==> src/rtl/core/pmpr_pkg.sv <==
package pmpr_pkg;

   localparam int unsigned MAX_WIDTH  = 4096;
   localparam int unsigned COL_W      = $clog2(MAX_WIDTH);
   localparam int unsigned PIX_W      = 8;
   localparam int unsigned WIDTH_W    = 13;
   localparam int unsigned HEIGHT_W   = 16;
   localparam int unsigned CSR_DATA_W = 16;
   localparam int unsigned CSR_IDX_W  = 1;

   localparam logic [WIDTH_W-1:0]  WIDTH_RESET  = WIDTH_W'(256);
   localparam logic [HEIGHT_W-1:0] HEIGHT_RESET = HEIGHT_W'(256);
   localparam logic [WIDTH_W-1:0]  WIDTH_LIMIT  = WIDTH_W'(MAX_WIDTH);

   typedef logic [PIX_W-1:0] pixel_type;

   typedef enum logic [CSR_IDX_W-1:0] {
      CSR_IMAGE_WIDTH  = 1'b0,
      CSR_IMAGE_HEIGHT = 1'b1
   } csr_index_type;

   // neighborhood of the current pixel, handed to the predictor
   typedef struct packed {
      logic      first_row;
      logic      first_col;
      pixel_type left;
      pixel_type top;
      pixel_type top_left;
   } nbr_type;

endpackage

==> src/rtl/core/pmpr_predict.sv <==
module pmpr_predict (
   input  pmpr_pkg::nbr_type   nbr,
   input  pmpr_pkg::pixel_type pixel,
   output pmpr_pkg::pixel_type residual
);

   pmpr_pkg::pixel_type lo;
   pmpr_pkg::pixel_type hi;
   pmpr_pkg::pixel_type grad;
   pmpr_pkg::pixel_type med;
   pmpr_pkg::pixel_type pred;

   always_comb begin
      // gradient wraps to 8 bits
      grad = nbr.left + nbr.top - nbr.top_left;
      lo   = (nbr.left < nbr.top) ? nbr.left : nbr.top;
      hi   = (nbr.left < nbr.top) ? nbr.top  : nbr.left;
      priority if (grad <= lo) begin
         med = lo;
      end else if (grad >= hi) begin
         med = hi;
      end else begin
         med = grad;
      end

      priority if (nbr.first_row && nbr.first_col) begin
         pred = '0;
      end else if (nbr.first_row) begin
         pred = nbr.left;
      end else if (nbr.first_col) begin
         pred = nbr.top;
      end else begin
         pred = med;
      end
   end

   assign residual = pixel - pred;

endmodule

==> config.mk <==
export PLATFORM = sky130hd
export DESIGN_NAME = pmpr_predict
export DESIGN_NICKNAME = d
export VERILOG_FILES = /design/src/rtl/core/pmpr_pkg.sv /design/src/rtl/core/pmpr_predict.sv
export SDC_FILE = /design/constraint.sdc
export NUM_CORES = 1
export LEC_CHECK = 0
export BUFFER_PORTS_ARGS = -buffer_cell sky130_fd_sc_hd__buf_2
export CORE_MARGIN = 2
export CORE_UTILIZATION = 58
export DETAILED_ROUTE_END_ITERATION = 10
export PLACE_DENSITY = 0.81
export RECOVER_POWER = 100
export SLEW_MARGIN = 0
export SYNTH_ARGS = -nofsm -noshare
export SYNTH_HDL_FRONTEND = slang
export SYNTH_SLANG_ARGS = --single-unit
==> constraint.sdc <==
create_clock -name vclk -period 10.3
set_input_delay 2.06 -clock vclk [all_inputs]
set_output_delay 2.06 -clock vclk [all_outputs]
set_load 0.01 [all_outputs]
# After elaboration in Yosys (flattened, before gate mapping)
# Index checks and enable logic that the tools add are counted.
[totals]
ff_bits = 0
output_inout_bits = 8
[classes]
add_sub_neg = 3
n_lt_le_gt_ge = 3
n_mux = 7
n_reduce_logical = 1
[op_table]
columns = ["cell", "count"]
rows = [
  ["$mux 8", 7],
  ["$sub 8x8->8", 2],
  ["$add 8x8->8", 1],
  ["$ge 8x8->1", 1],
  ["$le 8x8->1", 1],
  ["$lt 8x8->1", 1],
  ["$logic_and 1x1->1", 1],
]

# Longest topological paths before layout
[logic_depth]
word_depth = 9
ltp_mapped = 27

# Worst setup path after synthesis
# OpenSTA, ideal clock, no wires.
[synth_timing]
path_type = "input to output"
startpoint = "input port nbr[9] (netlist name)"
endpoint = "output port residual[7]"
t_arrival_ns = 6.707
required_ns = 8.240
setup_slack_ns = 1.533
cell_stages = 23
n_path_buf = 0
path_cell_list = "inv_1 > fa_1 > fa_1 > nor2b_1 > o21ai_0 > a21oi_1 > mux2i_1 > nand2_1 > ha_1 > nand4_1 > or3b_4 > a22o_4 > nand3_1 > and2_1 > o221ai_1 > and2_1 > ha_1 > a21o_1 > a21oi_1 > nor2b_1 > o21ai_0 > a21oi_1 > xor3_1"
[synth_between]
elab_chain_cells = 9
[synth_lines]
columns = ["item", "line_no", "rtl"]
rows = [
  ["from (decl)", "pmpr_predict.sv:2", "input pmpr_pkg::nbr_type nbr,"],
  ["$add 8x8->8 / $lt 8x8->1 (equally long branches)", "pmpr_predict.sv:15, pmpr_predict.sv:16, pmpr_predict.sv:17", ""],
  ["$sub 8x8->8 / $mux 8 (equally long branches)", "pmpr_predict.sv:15, pmpr_predict.sv:17", ""],
  ["$ge 8x8->1", "pmpr_predict.sv:20", "end else if (grad >= hi) begin"],
  ["$mux 8", "pmpr_predict.sv:20", ""],
  ["$mux 8", "pmpr_predict.sv:18", "priority if (grad <= lo) begin"],
  ["$mux 8 (*)", "pmpr_predict.sv:30", "end else if (nbr.first_col) begin"],
  ["$mux 8 (*)", "pmpr_predict.sv:28", "end else if (nbr.first_row) begin"],
  ["$mux 8 (*)", "pmpr_predict.sv:26", "priority if (nbr.first_row && nbr.first_col) begin"],
  ["$sub 8x8->8 (*)", "pmpr_predict.sv:37", "assign residual = pixel - pred;"],
  ["to (decl)", "pmpr_predict.sv:4", "output pmpr_pkg::pixel_type residual"],
]
# Mark *: on every way between the ends. The rest lies on a longest branch, timed or not.

# Worst setup path after layout
# Same ends and word-level chain as after synthesis.

==> metrics.yaml <==
status: "finished, final reports clean"
die-area_mm2: 0.00371
period_share_pct: 92.8
grt_pass1_wl_mm: 7.95
synth.area.top_cells: "ha_1 25%, fa_1 8.5%, inv_1 8.4%"
pwr_density_cell_mw_per_mm2: 147
drc: 0
crit_path_end_kind: "output pin"
synthSimpleGateAreaFrac_pct: 18.7
rsz0062_at_grt: "false"
finalNonFillerCells: 339
hold_viol_final: 0
muxShareOfSynthArea_pct: 1.60
yosys-top-cells-count: "42 x inv_1, 38 x ha_1, 29 x a21oi_1, 24 x nor2_1, 12 x nand2_1"
nets: 377
tightest_slew_ns: 0.644
grt.total_usage_pct: 27.6
gr-usage-met3_pct: 1.71
vias: 1957
first_pass_iters: 4
critPathKind: "input pin to output pin"
synthDominantCellAreaShare_pct: 25.3
fin_setup_tns_ns: 0
ys_seq_area_share_pct: 0
cp.required_ns: 8.24
max_freq_ghz: 0.105
synth_top_cell_by_area: "ha_1"
ant_nets: 0
busiest_layer: "met2"
critPathSlowestCell: "fa_1"
ir_worst_vdd_uv: 77.6
cts_setup_buffers: 0
hold_class: "input pin to output pin"
path_common_cell: "a21oi_1"
io_buffers: 42
cts-hold-fix-buffers: 0
p_leak_uw: 0.00108
synth_nets: 338
clock_buffers: 0
hold_depth: 3
period_minus_slack_ns: 9.56
crit_arrival_ns: 7.50
timing.max_cap.violations: 0
cts_resized: 0
setup_viol: 0
synthAdderAreaFrac_pct: 33.8
regArea_um2: 0
antenna_found_initial: 0
rows: 20
grt_overflow_total: 0
antenna_cells: 0
finish.utilization_pct: 68.3
netlist_area_mm2: 0.00188
worstHoldStart: "pixel[7]"
fin_ws_ns: 0.739
place_hpwl_mm: 4.09
synth_top_family_by_area: "adder cells"
crit_path_start_kind: "input pin"
relSlewSlack_pct: 56.8
core_mm2: 0.00308
area_delta_synth_final_pct: 11.7
first_global_vias: 1763
ios: 42
design.seq.count: 0
grt_use_met2_pct: 45.3
routedWlPerCell_um: 14.3
dp.cells: 339
die_height_um: 60.9
grt_max_degree: 32
drt-vias-per-instance: 5.77
synth_compound_area_share_pct: 29.4
hold_path_end: "residual[7]"
layout-drive-gt1-share_pct: 14.9
initial_utilization_pct: 61.1
wl_mm: 4.83
gp_congestion: 0.908
drt_iter0_markers: 148
critical_path.max_fanout: 4
netlist_instances: 258
synthXorXnorAreaFrac_pct: 6.85
yosysMostFrequentCell: "inv_1"
ys_warn_count: 0
die_w_um: 60.9
slew_violations: 0
synth_area_per_cell_um2: 7.29
grt_use_met1_pct: 40.0
synth_cell_type_count: 52
pre_cts_slack_ns: 0.910
report.power.total_uw: 309
slowest_delay_ns: 0.52
layer usage:
metal,vias to the layer above,share of wire (%)
met4,0,1.1
met5,-,0
met3,4,7.4
met1,884,47
li1,990,-
met2,79,45
final cells by class:
cell class | count | area (um^2)
multi-input combinational | 211 | 1680
fill | 296 | 977
timing repair buffer | 42 | 205
inverter | 42 | 158
tap | 44 | 55.1
power breakdown:
part	switching [uW]	internal, uW
clock	0	0
combinational	179	130
sequential	0	0
per-stage QoR:
step / instance area, um^2 / hold WS, ns
final: 2100 / 4.52
after global routing: 2100 / 4.55
after CTS: 2120 / 4.52
after detailed placement: 2120 / 4.52
after global placement: 2120 / 4.52
after floorplan: 1880 / 4.32
worst max path at each step:
stage | startpoint | end | slack, ns
6_report | nbr[9] | residual[7] | 0.74
4_1_cts | nbr[9] | residual[7] | 0.90
2_1_floorplan | nbr[9] | residual[7] | 1.53
3_3_place_gp | nbr[9] | residual[7] | 1.06
3_5_place_dp | nbr[9] | residual[7] | 0.91
5_1_grt | nbr[9] | residual[7] | 0.32
cells in the final DEF, fill, tap and decap left out, types with 4 or more instances in the layout:
| cell | n |
|---|---|
| nor2b_1 | 5 |
| inv_1 | 42 |
| xnor2_1 | 9 |
| nand2_1 | 12 |
| nand3_1 | 7 |
| nor3_1 | 4 |
| a21oi_1 | 29 |
| ha_1 | 38 |
| fa_1 | 8 |
| a21o_1 | 6 |
| o21a_1 | 4 |
| buf_2 | 38 |
| o21ai_0 | 11 |
| clkbuf_1 | 4 |
| nor2_1 | 24 |
worst max-delay path: cells and delay by family:
kind	cells	cell delay, ns
AO/OA/AOI/OAI	8	1.60
XOR/XNOR	1	0.34
adder cells (fa/ha/maj)	4	1.54
buffers and inverters	3	0.35
multiplexers	1	0.28
AND/OR/NAND/NOR	8	1.35
cell families (layout without fill, tap and decap cells):
kind of cell    count (synthesis)  after routing
xor+xnor                       13             13
fa+ha+maj                      46             46
mux                             3              3
simple gates                   70             70
compound gates                 79             79
buf+inv                        47             84
Note: power is estimated with default switching activity, not from simulation.
